`src/hw/rtl/tvc_pkg.sv`:
```
package tvc_pkg;

	localparam int CHANNELS      = 8;
	localparam int VALUE_WIDTH   = 64;
	localparam int NREP          = 3;
	localparam int CH_W          = 3;
	localparam int REP_W         = 2;
	localparam int TICK_W        = 16;
	localparam int CIU_W         = 4;
	localparam int CFG_W         = 16;
	localparam int CFG_IDX_W     = 2;
	localparam int DEFAULT_TICKS = 120;

	typedef enum logic [1:0] {
		MODE_VOTE  = 2'd0,
		MODE_INPUT = 2'd1,
		MODE_TICK  = 2'd2
	} tvc_mode_t;

	typedef enum logic [1:0] {
		KIND_MAJORITY  = 2'd0,
		KIND_NO_AGREE  = 2'd1,
		KIND_DUPLICATE = 2'd2,
		KIND_RESTART   = 2'd3
	} tvc_kind_t;

	typedef enum logic [CFG_IDX_W-1:0] {
		CFG_TIMEOUT_TICKS   = 2'd0,
		CFG_START_CHANNEL   = 2'd1,
		CFG_STOP_CHANNEL    = 2'd2,
		CFG_CHANNELS_IN_USE = 2'd3
	} tvc_cfg_idx_t;

	typedef enum logic [1:0] {
		MERGE_KEEP = 2'd0,
		MERGE_SET  = 2'd1,
		MERGE_COPY = 2'd2
	} tvc_merge_t;

	typedef enum logic [2:0] {
		ST_IDLE    = 3'd0,
		ST_READ    = 3'd1,
		ST_MERGE   = 3'd2,
		ST_DUP     = 3'd3,
		ST_CHECK   = 3'd4,
		ST_RESTART = 3'd5,
		ST_FLUSH   = 3'd6
	} tvc_state_t;

	typedef enum logic [1:0] {
		JOB_VOTE = 2'd0,
		JOB_STOP = 2'd1,
		JOB_WALK = 2'd2
	} tvc_job_t;

	typedef struct packed {
		logic [1:0]  mode;
		logic [1:0]  replica;
		logic [2:0]  channel;
		logic [63:0] value;
	} tvc_in_t;

	typedef struct packed {
		logic [1:0]  kind;
		logic [2:0]  out_channel;
		logic [63:0] majority_value;
		logic        corruption_seen;
		logic [1:0]  faulty_replica;
		logic        last;
	} tvc_out_t;

	typedef logic [NREP-1:0][VALUE_WIDTH-1:0] tvc_row_t;

	typedef struct packed {
		logic                   rd;
		logic                   merge;
		tvc_merge_t             op;
		logic                   sdc;
		logic [CH_W-1:0]        addr;
		logic [REP_W-1:0]       rep;
		logic [REP_W-1:0]       src;
		logic [VALUE_WIDTH-1:0] value;
	} tvc_row_req_t;

	typedef struct packed {
		logic                   agree;
		logic                   corrupt;
		logic [REP_W-1:0]       faulty;
		logic [VALUE_WIDTH-1:0] value;
	} tvc_chk_t;

	typedef struct packed {
		logic arm;
		logic tick;
		logic clear;
	} tvc_tmr_cmd_t;

	function automatic logic ch_ok(input logic [CH_W-1:0] ch);
		return int'(ch) < CHANNELS;
	endfunction

	function automatic logic [REP_W-1:0] rep_src(input logic [REP_W-1:0] r);
		logic [REP_W-1:0] s;
		case (r)
			2'd0: s = 2'd2;
			2'd1: s = 2'd0;
			default: s = 2'd1;
		endcase
		return s;
	endfunction

endpackage

```
`src/hw/rtl/tvc_row_store.sv`:
```
module tvc_row_store (
	input  logic                 clk,
	input  tvc_pkg::tvc_row_req_t req,
	output tvc_pkg::tvc_chk_t     chk
);
	import tvc_pkg::*;

	tvc_row_t mem [CHANNELS];
	tvc_row_t rd_s1;
	tvc_row_t merged;
	tvc_chk_t chk_s1;
	tvc_chk_t chk_next;
	logic     eq01, eq12, eq20;

	always_ff @(posedge clk) begin
		if (req.rd) begin
			rd_s1 <= mem[req.addr];
		end
	end

	always_comb begin
		merged = rd_s1;
		case (req.op)
			MERGE_SET:  merged[req.rep] = req.value;
			MERGE_COPY: merged[req.rep] = rd_s1[req.src];
			default: ;
		endcase
	end

	always_ff @(posedge clk) begin
		if (req.merge && req.op != MERGE_KEEP) begin
			mem[req.addr] <= merged;
		end
	end

	assign eq01 = merged[0] == merged[1];
	assign eq12 = merged[1] == merged[2];
	assign eq20 = merged[2] == merged[0];

	always_comb begin
		chk_next.agree = eq01 || eq12 || eq20;
		if (eq01) begin
			chk_next.value   = merged[0];
			chk_next.corrupt = req.sdc && !eq20;
			chk_next.faulty  = 2'd2;
		end else if (eq12) begin
			chk_next.value   = merged[1];
			chk_next.corrupt = req.sdc;
			chk_next.faulty  = 2'd0;
		end else begin
			chk_next.value   = merged[2];
			chk_next.corrupt = req.sdc && eq20;
			chk_next.faulty  = 2'd1;
		end
		if (!chk_next.corrupt) begin
			chk_next.faulty = '0;
		end
	end

	always_ff @(posedge clk) begin
		if (req.merge) begin
			chk_s1 <= chk_next;
		end
	end

	assign chk = chk_s1;

endmodule

```
`src/hw/rtl/tvc_timer.sv`:
```
module tvc_timer (
	input  logic                          clk,
	input  logic                          arst_n,
	input  tvc_pkg::tvc_tmr_cmd_t         cmd,
	input  logic [tvc_pkg::TICK_W-1:0]    timeout_ticks,
	output logic                          expire
);
	import tvc_pkg::*;

	logic              started_q;
	logic              armed_q;
	logic [TICK_W-1:0] count_q;
	logic [TICK_W-1:0] count_dec;

	assign count_dec = (count_q != '0) ? count_q - TICK_W'(1) : '0;
	assign expire    = cmd.tick && armed_q && (count_dec == '0);

	always_ff @(posedge clk or negedge arst_n) begin
		if (!arst_n) begin
			started_q <= 1'b0;
			armed_q   <= 1'b0;
			count_q   <= '0;
		end else if (cmd.clear) begin
			started_q <= 1'b0;
			armed_q   <= 1'b0;
			count_q   <= '0;
		end else if (cmd.arm && !started_q) begin
			started_q <= 1'b1;
			armed_q   <= 1'b1;
			count_q   <= (timeout_ticks != '0) ? timeout_ticks : TICK_W'(DEFAULT_TICKS);
		end else if (cmd.tick && armed_q) begin
			count_q <= count_dec;
			if (count_dec == '0) begin
				armed_q <= 1'b0;
			end
		end
	end

`ifndef SYNTH
	a_expire_disarms: assert property (@(posedge clk) disable iff (!arst_n)
		expire |=> !armed_q)
		else $error("timer still armed after expiry");
`endif

endmodule

```
`src/hw/rtl/tmr_vote_collector.sv`:
```
// channel | direction | handshake              | word
// config  | in        | cfg_we (no wait)       | cfg_index, cfg_data
// vote    | in        | vote_valid/vote_ready  | vote_word (mode, replica, channel, value)
// result  | out       | res_valid/res_ready    | res_word (kind, channel, value, flags, last)
// A vote passes through accept with row read, merge and write back, duplicate report,
// check, and release of the final word; report, check and release can wait for the output.
// Timeout expiry: merge, check, restart, then read, merge, check per channel in use; release.
// Reset clears marks and timer, loads default config at once; the value memory is not cleared.
// A word held at the output stalls the sequencer at its next result; votes are taken only
// when the sequencer is idle.
module tmr_vote_collector (
	input  logic                           clk,
	input  logic                           arst_n,
	input  logic                           cfg_we,
	input  logic [tvc_pkg::CFG_IDX_W-1:0]  cfg_index,
	input  logic [tvc_pkg::CFG_W-1:0]      cfg_data,
	input  logic                           vote_valid,
	output logic                           vote_ready,
	input  tvc_pkg::tvc_in_t               vote_word,
	output logic                           res_valid,
	input  logic                           res_ready,
	output tvc_pkg::tvc_out_t              res_word
);
	import tvc_pkg::*;

	logic [TICK_W-1:0] timeout_ticks_q;
	logic [CH_W-1:0]   start_channel_q;
	logic [CH_W-1:0]   stop_channel_q;
	logic [CIU_W-1:0]  channels_in_use_q;
	logic [CIU_W-1:0]  lim;

	tvc_state_t             state_q, state_next;
	tvc_job_t               job_q;
	logic [CH_W-1:0]        addr_q;
	logic [REP_W-1:0]       rep_q;
	logic [VALUE_WIDTH-1:0] value_q;
	logic                   dup_q;
	logic [NREP-1:0]        marks_q [CHANNELS];

	tvc_out_t pend_q, res_q, emit_word, push_word;
	logic     pend_valid_q, res_valid_q;

	tvc_row_req_t row_req;
	tvc_chk_t     chk;
	tvc_tmr_cmd_t tmr_cmd;
	logic         tmr_expire;

	logic             accept, vote_go, expire_go, miss_any, has_res, last_walk;
	logic             out_free, emit_ok, emit, push;
	logic [NREP-1:0]  stop_marks;
	logic [REP_W-1:0] miss_rep;

	tvc_row_store u_rows (
		.clk (clk),
		.req (row_req),
		.chk (chk)
	);

	tvc_timer u_timer (
		.clk           (clk),
		.arst_n        (arst_n),
		.cmd           (tmr_cmd),
		.timeout_ticks (timeout_ticks_q),
		.expire        (tmr_expire)
	);

	assign lim = (channels_in_use_q > CIU_W'(CHANNELS)) ? CIU_W'(CHANNELS) : channels_in_use_q;

	assign vote_ready = state_q == ST_IDLE;
	assign accept     = vote_valid && vote_ready;
	assign vote_go    = accept && vote_word.mode == MODE_VOTE
		&& vote_word.replica < REP_W'(NREP) && ch_ok(vote_word.channel);

	assign stop_marks = marks_q[stop_channel_q];
	assign miss_any   = stop_marks != '1;
	assign miss_rep   = !stop_marks[0] ? 2'd0 : (!stop_marks[1] ? 2'd1 : 2'd2);
	assign expire_go  = accept && vote_word.mode == MODE_TICK && tmr_expire
		&& ch_ok(stop_channel_q) && miss_any;

	assign has_res   = marks_q[addr_q] == '1;
	assign last_walk = (CIU_W'(addr_q) + CIU_W'(1)) >= lim;
	assign out_free  = !res_valid_q || res_ready;
	assign emit_ok   = !pend_valid_q || out_free;

	always_comb begin
		tmr_cmd       = '0;
		tmr_cmd.arm   = accept && vote_word.mode == MODE_INPUT && ch_ok(vote_word.channel)
			&& vote_word.channel == start_channel_q;
		tmr_cmd.tick  = accept && vote_word.mode == MODE_TICK;
		tmr_cmd.clear = state_q == ST_CHECK && has_res && emit_ok && addr_q == stop_channel_q;
	end

	always_comb begin
		state_next = state_q;
		case (state_q)
			ST_IDLE: begin
				if (vote_go || expire_go) begin
					state_next = ST_MERGE;
				end
			end
			ST_READ:  state_next = ST_MERGE;
			ST_MERGE: state_next = (job_q == JOB_VOTE) ? ST_DUP : ST_CHECK;
			ST_DUP: begin
				if (!dup_q || emit_ok) begin
					state_next = ST_CHECK;
				end
			end
			ST_CHECK: begin
				if (!has_res || emit_ok) begin
					case (job_q)
						JOB_STOP: state_next = ST_RESTART;
						JOB_WALK: state_next = last_walk ? ST_FLUSH : ST_READ;
						default:  state_next = ST_FLUSH;
					endcase
				end
			end
			ST_RESTART: begin
				if (emit_ok) begin
					state_next = (lim == '0) ? ST_FLUSH : ST_READ;
				end
			end
			ST_FLUSH: begin
				if (!pend_valid_q || out_free) begin
					state_next = ST_IDLE;
				end
			end
			default: state_next = ST_IDLE;
		endcase
	end

	always_comb begin
		row_req       = '0;
		row_req.addr  = addr_q;
		row_req.rep   = rep_q;
		row_req.src   = rep_src(rep_q);
		row_req.value = value_q;
		row_req.sdc   = job_q == JOB_VOTE;
		case (job_q)
			JOB_VOTE: row_req.op = MERGE_SET;
			JOB_WALK: row_req.op = MERGE_COPY;
			default:  row_req.op = MERGE_KEEP;
		endcase
		emit                      = 1'b0;
		emit_word                 = '0;
		emit_word.out_channel     = addr_q;
		case (state_q)
			ST_IDLE: begin
				row_req.rd   = vote_go || expire_go;
				row_req.addr = vote_go ? vote_word.channel : stop_channel_q;
			end
			ST_READ:  row_req.rd = 1'b1;
			ST_MERGE: row_req.merge = 1'b1;
			ST_DUP: begin
				emit           = dup_q;
				emit_word.kind = KIND_DUPLICATE;
			end
			ST_CHECK: begin
				emit = has_res;
				if (chk.agree) begin
					emit_word.kind            = KIND_MAJORITY;
					emit_word.majority_value  = 64'(chk.value);
					emit_word.corruption_seen = chk.corrupt;
					emit_word.faulty_replica  = chk.faulty;
				end else begin
					emit_word.kind = KIND_NO_AGREE;
				end
			end
			ST_RESTART: begin
				emit                     = 1'b1;
				emit_word.kind           = KIND_RESTART;
				emit_word.faulty_replica = rep_q;
			end
			default: ;
		endcase
	end

	assign push = (emit && emit_ok && pend_valid_q)
		|| (state_q == ST_FLUSH && pend_valid_q && out_free);

	always_comb begin
		push_word      = pend_q;
		push_word.last = state_q == ST_FLUSH;
	end

	always_ff @(posedge clk or negedge arst_n) begin
		if (!arst_n) begin
			timeout_ticks_q   <= TICK_W'(DEFAULT_TICKS);
			start_channel_q   <= CH_W'(0);
			stop_channel_q    <= CH_W'(1);
			channels_in_use_q <= CIU_W'(CHANNELS);
		end else if (cfg_we) begin
			case (tvc_cfg_idx_t'(cfg_index))
				CFG_TIMEOUT_TICKS:   timeout_ticks_q   <= cfg_data[TICK_W-1:0];
				CFG_START_CHANNEL:   start_channel_q   <= cfg_data[CH_W-1:0];
				CFG_STOP_CHANNEL:    stop_channel_q    <= cfg_data[CH_W-1:0];
				CFG_CHANNELS_IN_USE: channels_in_use_q <= cfg_data[CIU_W-1:0];
				default: ;
			endcase
		end
	end

	always_ff @(posedge clk or negedge arst_n) begin
		if (!arst_n) begin
			state_q <= ST_IDLE;
		end else begin
			state_q <= state_next;
		end
	end

	always_ff @(posedge clk or negedge arst_n) begin
		if (!arst_n) begin
			job_q <= JOB_VOTE;
			dup_q <= 1'b0;
			for (int c = 0; c < CHANNELS; c++) begin
				marks_q[c] <= '0;
			end
		end else begin
			case (state_q)
				ST_IDLE: begin
					if (vote_go) begin
						job_q <= JOB_VOTE;
					end else if (expire_go) begin
						job_q <= JOB_STOP;
						marks_q[stop_channel_q][miss_rep] <= 1'b1;
					end
				end
				ST_MERGE: begin
					if (job_q == JOB_VOTE) begin
						dup_q <= marks_q[addr_q][rep_q];
						marks_q[addr_q][rep_q] <= 1'b1;
					end else if (job_q == JOB_WALK) begin
						marks_q[addr_q][rep_q] <= marks_q[addr_q][rep_src(rep_q)];
					end
				end
				ST_CHECK: begin
					if (has_res && emit_ok && chk.agree) begin
						marks_q[addr_q] <= '0;
					end
				end
				ST_RESTART: begin
					if (emit_ok) begin
						job_q <= JOB_WALK;
					end
				end
				default: ;
			endcase
		end
	end

	always_ff @(posedge clk) begin
		case (state_q)
			ST_IDLE: begin
				if (vote_go) begin
					addr_q  <= vote_word.channel;
					rep_q   <= vote_word.replica;
					value_q <= vote_word.value[VALUE_WIDTH-1:0];
				end else if (expire_go) begin
					addr_q <= stop_channel_q;
					rep_q  <= miss_rep;
				end
			end
			ST_CHECK: begin
				if ((!has_res || emit_ok) && job_q == JOB_WALK && !last_walk) begin
					addr_q <= addr_q + CH_W'(1);
				end
			end
			ST_RESTART: begin
				if (emit_ok) begin
					addr_q <= '0;
				end
			end
			default: ;
		endcase
	end

	always_ff @(posedge clk or negedge arst_n) begin
		if (!arst_n) begin
			pend_valid_q <= 1'b0;
			res_valid_q  <= 1'b0;
		end else begin
			if (emit && emit_ok) begin
				pend_valid_q <= 1'b1;
			end else if (state_q == ST_FLUSH && push) begin
				pend_valid_q <= 1'b0;
			end
			if (push) begin
				res_valid_q <= 1'b1;
			end else if (res_ready) begin
				res_valid_q <= 1'b0;
			end
		end
	end

	always_ff @(posedge clk) begin
		if (emit && emit_ok) begin
			pend_q <= emit_word;
		end
		if (push) begin
			res_q <= push_word;
		end
	end

	assign res_valid = res_valid_q;
	assign res_word  = res_q;

`ifndef SYNTH
	a_idle_no_pend: assert property (@(posedge clk) disable iff (!arst_n)
		state_q == ST_IDLE |-> !pend_valid_q)
		else $error("result word left pending after item end");
	a_flush_last: assert property (@(posedge clk) disable iff (!arst_n)
		(state_q == ST_FLUSH && push) |=> (res_valid && res_word.last))
		else $error("final word of an item not marked last");
	a_walk_range: assert property (@(posedge clk) disable iff (!arst_n)
		state_q == ST_READ |-> (job_q == JOB_WALK && CIU_W'(addr_q) < lim))
		else $error("channel walk beyond channels in use");
`endif

endmodule
```
`config.mk`:
```
export PLATFORM = sky130hd
export DESIGN_NAME = tmr_vote_collector
export DESIGN_NICKNAME = d
export VERILOG_FILES = /design/src/hw/rtl/tvc_pkg.sv /design/src/hw/rtl/tvc_row_store.sv /design/src/hw/rtl/tvc_timer.sv /design/src/hw/rtl/tmr_vote_collector.sv
export SDC_FILE = /design/constraint.sdc
export NUM_CORES = 2
export LEC_CHECK = 0
export BUFFER_PORTS_ARGS = -buffer_cell sky130_fd_sc_hd__buf_4
export CAP_MARGIN = 10
export CELL_PAD_IN_SITES_DETAIL_PLACEMENT = 0
export CELL_PAD_IN_SITES_GLOBAL_PLACEMENT = 1
export CORE_MARGIN = 4
export CORE_UTILIZATION = 40
export DETAILED_ROUTE_END_ITERATION = 6
export PLACE_DENSITY = 0.65
export SLEW_MARGIN = 20
export SYNTH_ARGS = -nofsm -noshare
export SYNTH_HDL_FRONTEND = slang
export SYNTH_HIERARCHICAL = 1
export SYNTH_SLANG_ARGS = --single-unit
```
`constraint.sdc`:
```
create_clock -name clk -period 28.6 [get_ports clk]
set_input_delay 1.43 -clock clk [delete_from_list [all_inputs] [get_ports clk]]
set_output_delay 1.43 -clock clk [all_outputs]
set_load 0.01 [all_outputs]
```
* Word-level counts from Yosys, hierarchy flattened
Memory sizes are Yosys's and may differ from the RTL's. A register that Yosys moved wholly into a read port is not among the register bits.
Cells that the tools add are included.
** Cells by class
- Multipliers :: 0
- Divide/modulo/power cells :: 0
- Add/subtract/negate cells :: 3
- Reductions and logical operators :: 78
- $lt $le $gt $ge :: 13
- Multiplexer cells :: 90
- Eq/ne operators :: 34
- Bitwise operators :: 7
- Shift operators :: 0
** Operator list (count)
- $bwmux 192 :: 2
- $pmux 192 s2 :: 1
- $eq 64x64->1 :: 3
- $mux 67 :: 2
- $bmux 64 s2 :: 1
- $demux 64 s2 :: 1
- $mux 64 :: 2
- $mux 24 :: 5
- $mux 16 :: 5
- $pmux 24 s3 :: 1
- $mux 3 :: 20
- $or 24x24->24 :: 2
- $reduce_bool 16->1 :: 2
- $logic_and 1x1->1 :: 30
- $demux 3 s3 :: 3
- $and 24x24->24 :: 1
- $bwmux 24 :: 1
- $not 24->24 :: 1
- $mux 2 :: 11
- $pmux 3 s7 :: 1
- $bmux 3 s3 :: 2
- $mux 1 :: 18
- $reduce_and 2->1 :: 9
- $logic_not 16->1 :: 1
- other kinds (43) :: 100
** Storage, ports and cells
- Bits in writable memories :: 1536
- Register bits after elaboration :: 358
- Memories :: 1
- Latch bits :: 0
- Output and inout bits :: 75
- Bits in read-only memories :: 0
- Logic and storage cells :: 265
- Input bits :: 94
** Memory list
- u_rows.mem :: words 8, width 192, rd ports 1, clocked after memory_dff 1, write ports 1, RTL line tvc_row_store.sv:8 : tvc_row_t mem [CHANNELS];

* Logic depth before layout (Yosys ltp)
- Word-level depth :: 16
- Depth in mapped cells :: 20
- Mapped depth without buffers :: 15

* Modules after synthesis
The synthesis kept the hierarchy.
** Modules (own cells, without submodules)
- tvc_row_store :: cells an instance 4642, times used 1, area an instance 72331.9 µm², sequential area each 53931.7 µm²
- tmr_vote_collector :: cells an instance 716, times used 1, area an instance 11110.7 µm², sequential area each 7885.1 µm²
- tvc_timer :: cells an instance 152, times used 1, area an instance 1321.3 µm², sequential area each 450.4 µm²

* Worst setup path before layout
Ideal clock, no wire load.
- Kind :: reg-to-reg
- Start :: reg state_q[2]
- End :: mem u_rows/mem[0][0] (netlist name) (enable)
- Buffers on the path :: 2
- Period minus slack after synthesis :: 23893 ps
- Path slack :: 4707 ps
- Setup time :: 1214 ps
- Data required time :: 27386 ps
- Arrival time :: 22679 ps
- Cell stages (with the launch flop) :: 7
- Cell sequence :: dfrtp_1 -> clkbuf_1 -> nand2b_1 -> clkbuf_1 -> nor2_1 -> nand2b_1 -> nor4_1
** RTL lines
- start, declared :: RTL line tmr_vote_collector.sv:32 : tvc_state_t state_q, state_next;
- start signal, assigned :: RTL line tmr_vote_collector.sv:206 : state_q <= state_next;
- end, declared :: RTL line tvc_row_store.sv:8

==> reports/results.ini <==
[synthesis]
synth.area.mux_share=0.0230
synth_edf_count=2010
synth_seq_area_share=0.735
async_flop_share=0.0364
syn_area_per_cell_sq_um=15.4
synth_top_flop_cell=edfxtp_1
synth.net_count=5616
yosys.area.top_type=edfxtp_1
synth_cell_types=103
yosysTopAreaCellShare=0.712
synthesis.area_sq_um=84800
synth_common_cells=edfxtp_1, a22oi_1, clkbuf_1
synthAdderAreaFrac=0.00177
synth_compound_area_frac=0.145
yosys_warnings=6
synth-seq-cells=2086
synthTopCellsByArea=edfxtp_1, a22oi_1, dfrtp_1
synth_top_family_by_area=compound AO/OA/AOI/OAI gates
yosys.area_share.simple=0.0638
synth.most_common_cell=edfxtp_1
syn_inst=5510
synthXorXnorAreaFrac=0.00775

[grt]
antenna_found_initial=30
grt_pass1_wl_mm=402
met3_usage=0.0523
grt_max_degree=132
overflow=0
grtUsageTotal=0.254
grt_pass1_vias=51300
gr-usage-met2=0.368
use_met1=0.377
busiest_layer=met1

[detailed_routing]
drtPass1Iterations=7
detail_route.wl_per_cell_um=33.0
viasPerCell=6.38
drt_iter0_markers=8804
ant_nets=0
dr_total_vias=55200
drcViolationCount=6
routed_wl_mm=286

[die]
core-area_sq_um=210000
row_count=168
die_h_um=468
die_area_sq_um=219000
initial_core_util=0.403
die_x_um=468
io_pins=169

[place]
placed_area_sq_um=89500
place_inst=8265
place_ws_ns=21.29
io_buffers=168
gp_congestion=0.926
place_hpwl_mm=177

[finish]
seq_area_sq_um=62300
drive_above_1_share=0.135
fill_cells=18300
multi_input_area_sq_um=20700
finalNetCount=5774
syn_to_final_growth_pct=13.5
fin_cells=8660
utilization=0.458
finalInstanceArea_sq_um=96200

[power_and_ir_drop]
p_comb_frac=0.373
switchingPower_mw=4.76
p_clk_frac=0.225
p_leak_nw=31.2
powerDensity_nw_per_um2=124
switching_share=0.399
pwr-share-seq=0.402
p_int_mw=7.16
peakVddDrop_mv=0.100

[timing]
fmax_ghz=0.136
hold_viol=0
relSlewSlack=0.169
skew_ns=0.0569
fin_ws_ns=21.23
fin_crit_ns=7.37
tightest_slew_ns=1.24
rsz0062_at_grt=no
report.final.slew_viol_count=0
setup_violations=0
tns_ns=0
post-route-period-util=0.258

[clock_tree]
cts_resized=0
cts_tree=done
post-cts-setup-buffer-count=0
path_clk_slew_ns=0.07
cts.sinks=2086
cts_made_buffers=205
clockBufferDepth=3
insertion_delay_ns=0.87
clockRootBuffer=clkbuf_16
cts_hold_buf=0
htree_levels=4

[run]
drv_cap=0

[status]
status=complete, but fails checks
violations=design-rule violations

[setup_path]
required_ns=29.20
reg2reg_depth=15
cp_data_arrival_time_ns=7.97
worstSetupEndpointType=flop
cp_max_fo=55
path_class=reg2reg
cp-start-kind=flop

[hold_path]
hold_depth=0
hp-class=reg2reg

## layout by cell type, fill, tap and decap left out, types with 47 or more instances in the layout
master	netlist	layout
nand4_1	221	221
o21ai_0	166	129
o221ai_1	53	53
clkbuf_16	0	208
clkbuf_1	274	47
mux2_2	50	50
a21oi_1	70	70
nor2_1	194	185
mux2i_1	98	98
nand3_1	51	51
nand2_1	256	256
a22oi_1	865	865
xnor2_1	55	55
inv_1	115	115
o211ai_1	62	62
dfrtp_1	70	70
a222oi_1	65	65
buf_4	7	326
edfxtp_1	2010	2010
and3_1	76	75
## final cells by class
| class | count | area share |
|---|---|---|
| clock buffer | 255 | 0.0559 |
| tap | 2805 | 0.0365 |
| sequential | 2086 | 0.647 |
| antenna | 10 | 0.000260 |
| multi-input combinational | 2925 | 0.215 |
| timing repair buffer | 333 | 0.0267 |
| inverter | 117 | 0.00459 |
| clock inverter | 129 | 0.0137 |
## critical path, cell delays in order (launching register included)
cell and delay (ns):
edfxtp_1 0.58, buf_4 0.30, nor2_4 0.69, buf_4 0.51, buf_4 0.64, and3b_2 0.45, buf_4 0.33, a222oi_1 0.70
o21ai_0 0.58, a31o_2 0.40, o21ai_0 0.22, nor4b_2 0.11, nand4_1 0.27, buf_4 0.71, nand3_1 0.18, and3_1 0.22
## worst paths after layout
check                          start                 end  slack [ns]
setup / recovery            rep_q[1]      u_rows/chk[66]       21.23
hold / removal             pend_q[4]         res_word[4]        0.41
setup reg to reg            rep_q[1]      u_rows/chk[66]       21.23
hold reg to reg            pend_q[4]         res_word[4]        0.41
max in group asynchronous     arst_n  u_timer/count_q[2]       27.08
min in group asynchronous     arst_n         marks_q[13]        0.44
## stage by stage
step	hold slack (ns)	total power, mW
2_1_floorplan	0.400	7.29
3_3_place_gp	0.405	9.12
3_5_place_dp	0.405	9.17
4_1_cts	0.381	11.9
5_1_grt	0.419	12.3
6_report	0.411	11.9
## power by group through the flow
stage / registers (mW) / clock network (mW) / logic, mW
final: 4.79 / 2.68 / 4.44
after global routing: 4.82 / 2.86 / 4.64
after CTS: 4.78 / 2.73 / 4.35
after detailed placement: 4.84 / 0 / 4.33
after global placement: 4.83 / 0 / 4.29
after floorplan: 4.75 / 0 / 2.55
## per-layer routing
metal,part of all wire,vias to the layer above
li1,-,23000
met1,0.42,28200
met2,0.43,3441
met3,0.11,528
met4,0.039,8
met5,0.00019,-
## sequential cells by signal, indices dropped and copies added (netlist names), 2 cells and up
name,flops
res_word,73
start_channel_q,3
addr_q,3
u_rows/chk,68
marks_q,24
u_rows/mem,1536
rep_q,2
stop_channel_q,3
u_timer/count_q,16
job_q,2
value_q,64
u_rows/rd_s1,192
pend_q,72
state_q,3
channels_in_use_q,4
timeout_ticks_q,16
## cells by family (layout without fill, tap and decap cells)
kind of cell / Yosys count / in the layout
simple gates: 1026 / 1026
buf+inv: 499 / 834
xor+xnor: 75 / 75
flops: 2086 / 2086
other cells: 0 / 10
fa+ha+maj: 12 / 12
mux: 172 / 172
compound gates: 1640 / 1640
Note: power is estimated with default switching activity, not from simulation.
